## src/rtl/rolling_hash_substring_search_macros.svh

```systemverilog
// ---------------------------------------------------------------------------
// Assertion macros for the rolling hash substring search
// Each macro expands to a labelled concurrent assertion in simulation and
// to nothing in synthesis.
// ---------------------------------------------------------------------------
`ifndef ROLLING_HASH_SUBSTRING_SEARCH_MACROS_SVH
`define ROLLING_HASH_SUBSTRING_SEARCH_MACROS_SVH
`ifndef SYNTHESIS
// Asserts that a condition implies a consequence in the same cycle.
`define RHS_ASSERT_IMPL(label, clk, rst_n, cond, cons) \
    label: assert property (@(posedge clk) disable iff (!rst_n) (cond) |-> (cons)) \
        else $error("assertion failed");
// Asserts that a condition implies a consequence in the next cycle.
`define RHS_ASSERT_NEXT(label, clk, rst_n, cond, cons) \
    label: assert property (@(posedge clk) disable iff (!rst_n) (cond) |=> (cons)) \
        else $error("assertion failed");
`else
`define RHS_ASSERT_IMPL(label, clk, rst_n, cond, cons)
`define RHS_ASSERT_NEXT(label, clk, rst_n, cond, cons)
`endif
`endif

```

## src/rtl/rhs_pkg.sv

```systemverilog
// ---------------------------------------------------------------------------
// Rolling hash search package
// Shared constants and the queue entry type between front and back ends.
// ---------------------------------------------------------------------------
package rhs_pkg;
    localparam int unsigned MAX_PAT      = 16;
    localparam int unsigned PAT_IDX_W    = 4;
    localparam int unsigned LEN_W        = 5;
    localparam int unsigned MOD_W        = 16;
    localparam int unsigned POS_W        = 16;
    localparam logic [15:0] MOD_RESET    = 16'd101;

    // Configuration register indexes.
    localparam logic [1:0] CFG_PAT_LOW  = 2'd0;
    localparam logic [1:0] CFG_PAT_HIGH = 2'd1;
    localparam logic [1:0] CFG_PAT_LEN  = 2'd2;
    localparam logic [1:0] CFG_MODULUS  = 2'd3;

    // One queued word from the front end to the back end.
    typedef struct packed {
        logic [7:0] text_byte;
        logic       start;
        logic       last;
    } rhs_item_t;

    // Reduces a 24-bit value modulo m by restoring subtraction, one
    // quotient bit at a time; step k tests m << k.
    function automatic logic [23:0] rhs_mod_step(input logic [23:0] r,
                                                 input logic [15:0] m,
                                                 input logic [3:0] k);
        logic [31:0] sh;
        begin
            sh = {16'd0, m} << k;
            if ({8'd0, r} >= sh)
                rhs_mod_step = r - sh[23:0];
            else
                rhs_mod_step = r;
        end
    endfunction
endpackage

```

## src/rtl/rhs_queue.sv

```systemverilog
// ---------------------------------------------------------------------------
// Rolling hash search item queue
// Two-entry FIFO that decouples byte intake from the hashing engine.
// ---------------------------------------------------------------------------
module rhs_queue (
    input  logic              clk,
    input  logic              rst_n,
    input  logic              wr_valid,
    output logic              wr_ready,
    input  rhs_pkg::rhs_item_t wr_data,
    output logic              rd_valid,
    input  logic              rd_ready,
    output rhs_pkg::rhs_item_t rd_data
);
    import rhs_pkg::*;

    rhs_item_t  mem_reg [2];
    logic       wptr_reg, wptr_next;
    logic       rptr_reg, rptr_next;
    logic [1:0] cnt_reg, cnt_next;
    logic       push, pop;

    assign wr_ready = (cnt_reg != 2'd2);
    assign rd_valid = (cnt_reg != 2'd0);
    assign rd_data  = mem_reg[rptr_reg];
    assign push     = wr_valid && wr_ready;
    assign pop      = rd_valid && rd_ready;

    // Pointer and occupancy update.
    always_comb
    begin
        wptr_next = push ? ~wptr_reg : wptr_reg;
        rptr_next = pop ? ~rptr_reg : rptr_reg;
        cnt_next  = cnt_reg + {1'b0, push} - {1'b0, pop};
    end

    always_ff @(posedge clk or negedge rst_n)
    begin
        if (!rst_n)
        begin
            wptr_reg <= 1'b0;
            rptr_reg <= 1'b0;
            cnt_reg  <= 2'd0;
        end
        else
        begin
            wptr_reg <= wptr_next;
            rptr_reg <= rptr_next;
            cnt_reg  <= cnt_next;
        end
    end

    // Storage.
    always_ff @(posedge clk)
    begin
        if (push)
        begin
            mem_reg[wptr_reg] <= wr_data;
        end
    end
endmodule

```

## src/rtl/rhs_engine.sv

```systemverilog
// ---------------------------------------------------------------------------
// Rolling hash search engine
// Carries out the pattern setup at a text start and the per-byte hash
// update, window shift and exact compare, with a shared serial reducer.
// ---------------------------------------------------------------------------
module rhs_engine (
    input  logic               clk,
    input  logic               rst_n,
    input  logic               in_valid,
    output logic               in_ready,
    input  rhs_pkg::rhs_item_t in_data,
    input  logic [63:0]        pat_low,
    input  logic [63:0]        pat_high,
    input  logic [4:0]         pat_len,
    input  logic [15:0]        modulus,
    output logic               res_valid,
    input  logic               res_ready,
    output logic               res_answer,
    output logic [15:0]        res_position,
    output logic               res_overflow
);
    import rhs_pkg::*;

    typedef enum logic [6:0] {
        ST_IDLE  = 7'b0000001,
        ST_SETUP = 7'b0000010,
        ST_DROP  = 7'b0000100,
        ST_SUB   = 7'b0001000,
        ST_PUSH  = 7'b0010000,
        ST_CHECK = 7'b0100000,
        ST_OUT   = 7'b1000000
    } state_t;

    state_t      state_reg, state_next;
    logic [23:0] acc_reg, acc_next;
    logic [3:0]  step_reg, step_next;
    logic [4:0]  k_reg, k_next;
    logic        red_reg, red_next;
    logic        lp_reg, lp_next;
    logic [15:0] thash_reg, thash_next;
    logic [15:0] phash_reg, phash_next;
    logic [15:0] lpow_reg, lpow_next;
    logic [15:0] drop_reg, drop_next;
    logic [15:0] pos_reg, pos_next;
    logic [4:0]  fill_reg, fill_next;
    logic        found_reg, found_next;
    logic        ovf_reg, ovf_next;
    logic        open_reg, open_next;
    logic [15:0] mstart_reg, mstart_next;
    logic [4:0]  len_reg, len_next;
    logic [15:0] mod_reg, mod_next;
    logic [7:0]  pat_reg [MAX_PAT];
    logic [7:0]  pat_next [MAX_PAT];
    logic [7:0]  win_reg [MAX_PAT];
    logic [7:0]  win_next [MAX_PAT];
    rhs_item_t   item_reg, item_next;
    logic        ans_reg, ans_next;
    logic        ovalid_reg, ovalid_next;

    logic [7:0]  oldest;
    logic        same;
    logic [4:0]  lim_len;
    logic [15:0] lim_mod;
    logic [7:0]  setup_byte;
    logic [3:0]  kidx;
    logic [4:0]  win_base;

    assign in_ready     = (state_reg == ST_IDLE) && !ovalid_reg;
    assign res_valid    = ovalid_reg;
    assign res_answer   = ans_reg;
    assign res_position = mstart_reg;
    assign res_overflow = ovf_reg;

    // Clamped configuration taken at a text start.
    always_comb
    begin
        lim_len = (pat_len == 5'd0) ? 5'd1 : ((pat_len > 5'd16) ? 5'd16 : pat_len);
        lim_mod = (modulus < 16'd2) ? 16'd2 : modulus;
    end

    // Window entry that leaves, exact compare of window and pattern, and setup byte.
    always_comb
    begin
        win_base = 5'd16 - len_reg;
        oldest   = win_reg[win_base[PAT_IDX_W-1:0]];
        same     = 1'b1;
        for (int i = 0; i < MAX_PAT; i++)
        begin
            if (5'(i) < len_reg)
            begin
                if (win_reg[4'(i) + win_base[PAT_IDX_W-1:0]] != pat_reg[i])
                begin
                    same = 1'b0;
                end
            end
        end
        kidx = k_reg[PAT_IDX_W-1:0];
        setup_byte = (kidx < 4'd8) ? pat_low[{kidx[2:0], 3'b000} +: 8]
                                   : pat_high[{kidx[2:0], 3'b000} +: 8];
    end

    // Sequencer.
    always_comb
    begin
        state_next  = state_reg;
        acc_next    = acc_reg;
        step_next   = step_reg;
        k_next      = k_reg;
        red_next    = red_reg;
        lp_next     = lp_reg;
        thash_next  = thash_reg;
        phash_next  = phash_reg;
        lpow_next   = lpow_reg;
        drop_next   = drop_reg;
        pos_next    = pos_reg;
        fill_next   = fill_reg;
        found_next  = found_reg;
        ovf_next    = ovf_reg;
        open_next   = open_reg;
        mstart_next = mstart_reg;
        len_next    = len_reg;
        mod_next    = mod_reg;
        pat_next    = pat_reg;
        win_next    = win_reg;
        item_next   = item_reg;
        ans_next    = ans_reg;
        ovalid_next = ovalid_reg;
        if (ovalid_reg && res_ready)
        begin
            ovalid_next = 1'b0;
        end
        unique case (state_reg)
            ST_IDLE:
            begin
                if (in_valid && in_ready)
                begin
                    item_next = in_data;
                    if (in_data.start || !open_reg)
                    begin
                        len_next    = lim_len;
                        mod_next    = lim_mod;
                        phash_next  = 16'd0;
                        lpow_next   = 16'd1;
                        thash_next  = 16'd0;
                        pos_next    = 16'd0;
                        fill_next   = 5'd0;
                        found_next  = 1'b0;
                        ovf_next    = 1'b0;
                        mstart_next = 16'd0;
                        open_next   = 1'b1;
                        k_next      = 5'd0;
                        red_next    = 1'b0;
                        lp_next     = 1'b0;
                        for (int i = 0; i < MAX_PAT; i++)
                        begin
                            pat_next[i] = 8'd0;
                        end
                        state_next = ST_SETUP;
                    end
                    else
                    begin
                        state_next = ST_DROP;
                        red_next   = 1'b0;
                    end
                end
            end
            // Pattern hash and leading power, one pattern byte per round; a
            // round is a hash pass and, for all but the last byte, a power
            // pass, each loading a value then reducing it serially.
            ST_SETUP:
            begin
                if (!red_reg)
                begin
                    if (k_reg == len_reg)
                    begin
                        state_next = ST_DROP;
                    end
                    else if (lp_reg)
                    begin
                        acc_next  = {lpow_reg, 8'd0};
                        step_next = 4'd8;
                        red_next  = 1'b1;
                    end
                    else
                    begin
                        pat_next[kidx] = setup_byte;
                        acc_next  = {phash_reg, 8'd0} + {16'd0, setup_byte};
                        step_next = 4'd8;
                        red_next  = 1'b1;
                    end
                end
                else
                begin
                    acc_next = rhs_mod_step(acc_reg, mod_reg, step_reg);
                    if (step_reg == 4'd0)
                    begin
                        red_next = 1'b0;
                        if (lp_reg)
                        begin
                            lpow_next = acc_next[15:0];
                            lp_next   = 1'b0;
                            k_next    = k_reg + 5'd1;
                        end
                        else
                        begin
                            phash_next = acc_next[15:0];
                            if (k_reg + 5'd1 < len_reg)
                            begin
                                lp_next = 1'b1;
                            end
                            else
                            begin
                                k_next = k_reg + 5'd1;
                            end
                        end
                    end
                    else
                    begin
                        step_next = step_reg - 4'd1;
                    end
                end
            end
            // Byte count, and the hash load while filling or, when full, the
            // dropped term: oldest * leading power, reduced bit-serially.
            ST_DROP:
            begin
                if (!red_reg)
                begin
                    if (pos_reg == 16'hFFFF)
                    begin
                        ovf_next = 1'b1;
                    end
                    else
                    begin
                        pos_next = pos_reg + 16'd1;
                    end
                    if (fill_reg < len_reg)
                    begin
                        acc_next  = {thash_reg, 8'd0} + {16'd0, item_reg.text_byte};
                        step_next = 4'd8;
                        red_next  = 1'b1;
                        fill_next = fill_reg + 5'd1;
                        state_next = ST_PUSH;
                    end
                    else
                    begin
                        acc_next  = {8'd0, lpow_reg} * {16'd0, oldest};
                        step_next = 4'd8;
                        red_next  = 1'b1;
                    end
                end
                else
                begin
                    acc_next = rhs_mod_step(acc_reg, mod_reg, step_reg);
                    if (step_reg == 4'd0)
                    begin
                        drop_next  = acc_next[15:0];
                        red_next   = 1'b0;
                        state_next = ST_SUB;
                    end
                    else
                    begin
                        step_next = step_reg - 4'd1;
                    end
                end
            end
            // Remove the dropped term and shift in the new byte.
            ST_SUB:
            begin
                acc_next = {8'd0, (thash_reg >= drop_reg) ? (thash_reg - drop_reg)
                                  : (thash_reg + mod_reg - drop_reg)};
                acc_next = {acc_next[15:0], 8'd0} + {16'd0, item_reg.text_byte};
                step_next  = 4'd8;
                red_next   = 1'b1;
                state_next = ST_PUSH;
            end
            ST_PUSH:
            begin
                acc_next = rhs_mod_step(acc_reg, mod_reg, step_reg);
                if (step_reg == 4'd0)
                begin
                    thash_next = acc_next[15:0];
                    red_next   = 1'b0;
                    for (int i = 0; i < MAX_PAT - 1; i++)
                    begin
                        win_next[i] = win_reg[i + 1];
                    end
                    win_next[MAX_PAT-1] = item_reg.text_byte;
                    state_next = ST_CHECK;
                end
                else
                begin
                    step_next = step_reg - 4'd1;
                end
            end
            ST_CHECK:
            begin
                ans_next = 1'b0;
                if (!found_reg && fill_reg == len_reg && thash_reg == phash_reg && same)
                begin
                    found_next  = 1'b1;
                    mstart_next = pos_reg - {11'd0, len_reg} + 16'd1;
                    ans_next    = 1'b1;
                end
                if (item_reg.last)
                begin
                    if (!found_reg && !(fill_reg == len_reg && thash_reg == phash_reg
                                        && same))
                    begin
                        ans_next = 1'b1;
                    end
                    open_next = 1'b0;
                end
                state_next = ST_OUT;
            end
            ST_OUT:
            begin
                if (!ovalid_reg)
                begin
                    ovalid_next = 1'b1;
                    state_next  = ST_IDLE;
                end
            end
            default:
            begin
                state_next = ST_IDLE;
            end
        endcase
    end

    always_ff @(posedge clk or negedge rst_n)
    begin
        if (!rst_n)
        begin
            state_reg  <= ST_IDLE;
            red_reg    <= 1'b0;
            lp_reg     <= 1'b0;
            thash_reg  <= 16'd0;
            phash_reg  <= 16'd0;
            lpow_reg   <= 16'd1;
            pos_reg    <= 16'd0;
            fill_reg   <= 5'd0;
            found_reg  <= 1'b0;
            ovf_reg    <= 1'b0;
            open_reg   <= 1'b0;
            mstart_reg <= 16'd0;
            len_reg    <= 5'd1;
            mod_reg    <= MOD_RESET;
            ovalid_reg <= 1'b0;
            ans_reg    <= 1'b0;
        end
        else
        begin
            state_reg  <= state_next;
            red_reg    <= red_next;
            lp_reg     <= lp_next;
            thash_reg  <= thash_next;
            phash_reg  <= phash_next;
            lpow_reg   <= lpow_next;
            pos_reg    <= pos_next;
            fill_reg   <= fill_next;
            found_reg  <= found_next;
            ovf_reg    <= ovf_next;
            open_reg   <= open_next;
            mstart_reg <= mstart_next;
            len_reg    <= len_next;
            mod_reg    <= mod_next;
            ovalid_reg <= ovalid_next;
            ans_reg    <= ans_next;
        end
    end

    // Payload registers.
    always_ff @(posedge clk)
    begin
        acc_reg  <= acc_next;
        step_reg <= step_next;
        k_reg    <= k_next;
        drop_reg <= drop_next;
        item_reg <= item_next;
        pat_reg  <= pat_next;
        win_reg  <= win_next;
    end
endmodule

```

## src/rtl/rolling_hash_substring_search.sv

```systemverilog
// One result word per text byte. A byte holds the hashing engine for one
// serial modulo reduction while the window is filling and two once it is
// full (the shared restoring reducer), plus load, subtract, check, output
// and hand-over steps. The first byte of a text adds the setup of the
// pattern hash and the leading power, both produced by the same reducer.
// The engine takes no new byte before the last one's result is out. A result
// that is not taken holds the engine. A two-word queue separates byte
// intake from the engine.
// ---------------------------------------------------------------------------
// Rolling hash substring search
// Finds the first occurrence of a configured pattern in a byte stream.
// ---------------------------------------------------------------------------
`include "rolling_hash_substring_search_macros.svh"
module rolling_hash_substring_search (
    input  logic        clk,
    input  logic        rst_n,
    input  logic        cfg_valid,
    output logic        cfg_ready,
    input  logic [1:0]  cfg_index,
    input  logic [63:0] cfg_data,
    input  logic        in_valid,
    output logic        in_ready,
    input  logic [7:0]  text_byte,
    input  logic        first_of_text,
    input  logic        last_of_text,
    output logic        out_valid,
    input  logic        out_ready,
    output logic        answer_ready,
    output logic [15:0] match_position,
    output logic        position_overflow
);
    import rhs_pkg::*;

    logic [63:0] pat_low_reg;
    logic [63:0] pat_high_reg;
    logic [4:0]  pat_len_reg;
    logic [15:0] modulus_reg;
    rhs_item_t   q_in, q_out;
    logic        q_valid, q_ready;

    assign cfg_ready = 1'b1;

    // Configuration registers.
    always_ff @(posedge clk or negedge rst_n)
    begin
        if (!rst_n)
        begin
            pat_low_reg  <= 64'd0;
            pat_high_reg <= 64'd0;
            pat_len_reg  <= 5'd1;
            modulus_reg  <= MOD_RESET;
        end
        else if (cfg_valid)
        begin
            unique case (cfg_index)
                CFG_PAT_LOW:  pat_low_reg  <= cfg_data;
                CFG_PAT_HIGH: pat_high_reg <= cfg_data;
                CFG_PAT_LEN:  pat_len_reg  <= cfg_data[4:0];
                CFG_MODULUS:  modulus_reg  <= cfg_data[15:0];
            endcase
        end
    end

    assign q_in.text_byte = text_byte;
    assign q_in.start     = first_of_text;
    assign q_in.last      = last_of_text;

    rhs_queue u_queue (
        .clk      (clk),
        .rst_n    (rst_n),
        .wr_valid (in_valid),
        .wr_ready (in_ready),
        .wr_data  (q_in),
        .rd_valid (q_valid),
        .rd_ready (q_ready),
        .rd_data  (q_out)
    );

    rhs_engine u_engine (
        .clk          (clk),
        .rst_n        (rst_n),
        .in_valid     (q_valid),
        .in_ready     (q_ready),
        .in_data      (q_out),
        .pat_low      (pat_low_reg),
        .pat_high     (pat_high_reg),
        .pat_len      (pat_len_reg),
        .modulus      (modulus_reg),
        .res_valid    (out_valid),
        .res_ready    (out_ready),
        .res_answer   (answer_ready),
        .res_position (match_position),
        .res_overflow (position_overflow)
    );

    // Checks.
    `RHS_ASSERT_NEXT(a_out_hold, clk, rst_n, out_valid && !out_ready, out_valid)
    `RHS_ASSERT_NEXT(a_ans_stable, clk, rst_n, out_valid && !out_ready, $stable(answer_ready))
    `RHS_ASSERT_NEXT(a_pos_stable, clk, rst_n, out_valid && !out_ready, $stable(match_position))
endmodule

```

## config.mk

```make
export PLATFORM = sky130hd
export DESIGN_NAME = rolling_hash_substring_search
export DESIGN_NICKNAME = d
export VERILOG_FILES = /design/src/rtl/rhs_pkg.sv /design/src/rtl/rhs_queue.sv /design/src/rtl/rhs_engine.sv /design/src/rtl/rolling_hash_substring_search.sv
export VERILOG_INCLUDE_DIRS = /design/src /design/src/rtl
export SDC_FILE = /design/constraint.sdc
export NUM_CORES = 2
export LEC_CHECK = 0
export BUFFER_PORTS_ARGS = -buffer_cell sky130_fd_sc_hd__buf_2
export CELL_PAD_IN_SITES_DETAIL_PLACEMENT = 0
export CELL_PAD_IN_SITES_GLOBAL_PLACEMENT = 1
export CORE_MARGIN = 4
export CORE_UTILIZATION = 56
export DETAILED_ROUTE_END_ITERATION = 8
export GPL_ROUTABILITY_DRIVEN = 0
export PLACE_DENSITY_LB_ADDON = 0.05
export SYNTH_ARGS = -nofsm -noshare
export SYNTH_HDL_FRONTEND = slang
export SYNTH_SLANG_ARGS = --single-unit
```

## constraint.sdc

```tcl
create_clock -name clk -period 19.2 [get_ports clk]
set_clock_uncertainty 0.15 [all_clocks]
set_input_delay 0.96 -clock clk [delete_from_list [all_inputs] [get_ports clk]]
set_output_delay 0.96 -clock clk [all_outputs]
set_load 0.01 [all_outputs]
```

==> metrics <==
largest net degree at the start of global routing around 170; status finished, final reports clean; CP endpoint kind flop; starting density of the core 0.568; vias in the first global route around 33000; critical path type flop to flop; critical path launch point type flop; # setup viols final 0; syn nets ~4400; Hold Path Class input port to asynchronous set/reset pin; Slew HR 0.0845; leading area contributor after synthesis edfxtp_1; sequential area share after synthesis 0.382; CTS tree done; CTS Buf Count 71; Hold-fix buffers, CTS 0; Final min period slightly below 10000 ps; worst-skew pair later-pin latency roughly 660 ps; Die H 289 um; fin util 0.615; Rows about 100; Slew Viols, Final 0; total congestion overflow 0; Core Box Area slightly below 0.08 mm^2; antenna-violating nets left 0; final worst path period share 0.515; DR vias/cell around 6.4; Total Nets Final 4365; Warnings, synthesis 0; top-area cell type share of the netlist area 0.227; layout cells sized above 1 0.189; initial antenna violation count 4; CP arrival about 10000 ps; # Max-Cap Violations 0; slew of the pin with the lowest slew margin between 1000 and 1500 ps; flops & latches, synth approximately 610; Synth Cell Area about 0.044 mm^2; Post-synth top cells nand2_1, edfxtp_1, mux2i_1; Synth Area per Inst about 11 um^2; worst-path maximum fanout 64; Root Buffer clkbuf_16; # port buffers 100; post-DP HPWL 96.2 mm; H-tree lvl count 3; Area contributors post-synth edfxtp_1, dfrtp_1, mux4_2, mux2i_1, mux2_2; Hold Fails Final Rpt 0; Critical Path RT just under 20000 ps; EDFF count, synth ~330; GRT Overall Usage 0.319; Netlist cell types between 80 and 90; via count between 30000 and 40000; async set-reset flop share out of synthesis 0.450; clk buf depth 3; # DRC 0; first-pass GRT wire length roughly 200 mm; TNS Setup 0 ps; Routed WL roughly 130 mm; clk sinks a little over 600; die width 289 um; hold_ws approximately 240 ps; Post-CTS Setup Bufs 0; layout overhead on the synthesized area 8.34%; Resized cells post-CTS 0; RSZ-0062 raised after global routing no; IO Pins a little over 100; most common cell in the netlist nand2_1; fmax just over 0.1 GHz; Worst-path clk slew around 60 ps; WL per Instance between 20 and 30 um; DR pass1 iterations 6; Die ar. ~0.083 mm^2; synthesized instance count between 4000 and 5000; Top FF cell, synth edfxtp_1; Initial DRC Count approximately 3600
## final timing paths
kind | end | startpoint | slack (ps) | cells past startpoint
worst max register to register | u_engine.acc_reg[23] | u_engine.len_reg[0] | 9310 | 25
max in group asynchronous | modulus_reg[1] | rst_n | 17250 | 2
worst min-delay path | u_engine.mod_reg[9] | rst_n | 240 | 1
worst min register to register | u_engine.win_reg[41] | u_engine.win_reg[33] | 330 | 0
worst max-delay path | u_engine.acc_reg[23] | u_engine.len_reg[0] | 9310 | 25
min in group clk | u_engine.win_reg[41] | u_engine.win_reg[33] | 330 | 0
## layout make-up
cell class	count	area, um^2
tap	1040	1300
clock buffer	91	2000
fill	6324	30000
clock inverter	37	413
multi-input combinational	2954	25500
antenna	2	5.00
inverter	240	903
timing repair buffer	154	928
sequential	607	16900
## logic make-up after synthesis
group / Yosys count / share of synthesized area
other cells: 1 / 0.0000848
buf+inv: 472 / 0.0440
fa+ha+maj: 256 / 0.0898
flops: 607 / 0.382
xor+xnor: 267 / 0.0554
simple gates: 1030 / 0.105
mux: 757 / 0.234
compound gates: 643 / 0.0891
## critical path, cell delays in order, from the launching register on
cell and delay, ps:
dfstp_4 1040, inv_2 130, ha_4 610, buf_4 750, buf_4 770, mux4_2 380
mux2i_1 110, mux2i_2 840, and2_1 260, fa_1 430, ha_1 300, inv_1 60
fa_1 510, fa_1 550, inv_1 40, ha_1 300, inv_1 60, o21bai_1 190
a21oi_1 90, o21bai_1 340, a211oi_1 210, o311a_1 390, o31ai_1 330, xnor2_1 190
o221ai_1 170, a221o_1 290
## metal layers
| metal | vias to the layer above | GRT usage | wire (um) |
|---|---|---|---|
| li1 | 14562 | - | - |
| met1 | 16693 | 0.453 | 55400 |
| met2 | 1496 | 0.494 | 60500 |
| met3 | 272 | 0.0579 | 11700 |
| met4 | 2 | 0.116 | 5360 |
| met5 | - | 0 | 13 |
## cells in the final DEF (no fill, tap or decap), types with 138 or more instances in the layout
cell	instances
ha_1	153
nor2_1	138
xnor2_1	146
mux2i_1	308
a21oi_1	264
nand2_1	558
mux4_2	197
edfxtp_1	334
dfrtp_1	260
mux2_2	248
inv_1	236
## metrics by stage
step / worst slack [ps] / cell area, um^2 / instances
global placement: 9640 / 45500 / 4995
global route: 8770 / 47900 / 5123
detailed placement: 9410 / 45500 / 4995
floorplan: 9580 / 44200 / 4033
CTS: 9380 / 47900 / 5123
finish: 9310 / 47900 / 5125
Power is not shown: default switching activity piles up to over one toggle a cycle in this logic, so the estimate is an artifact.
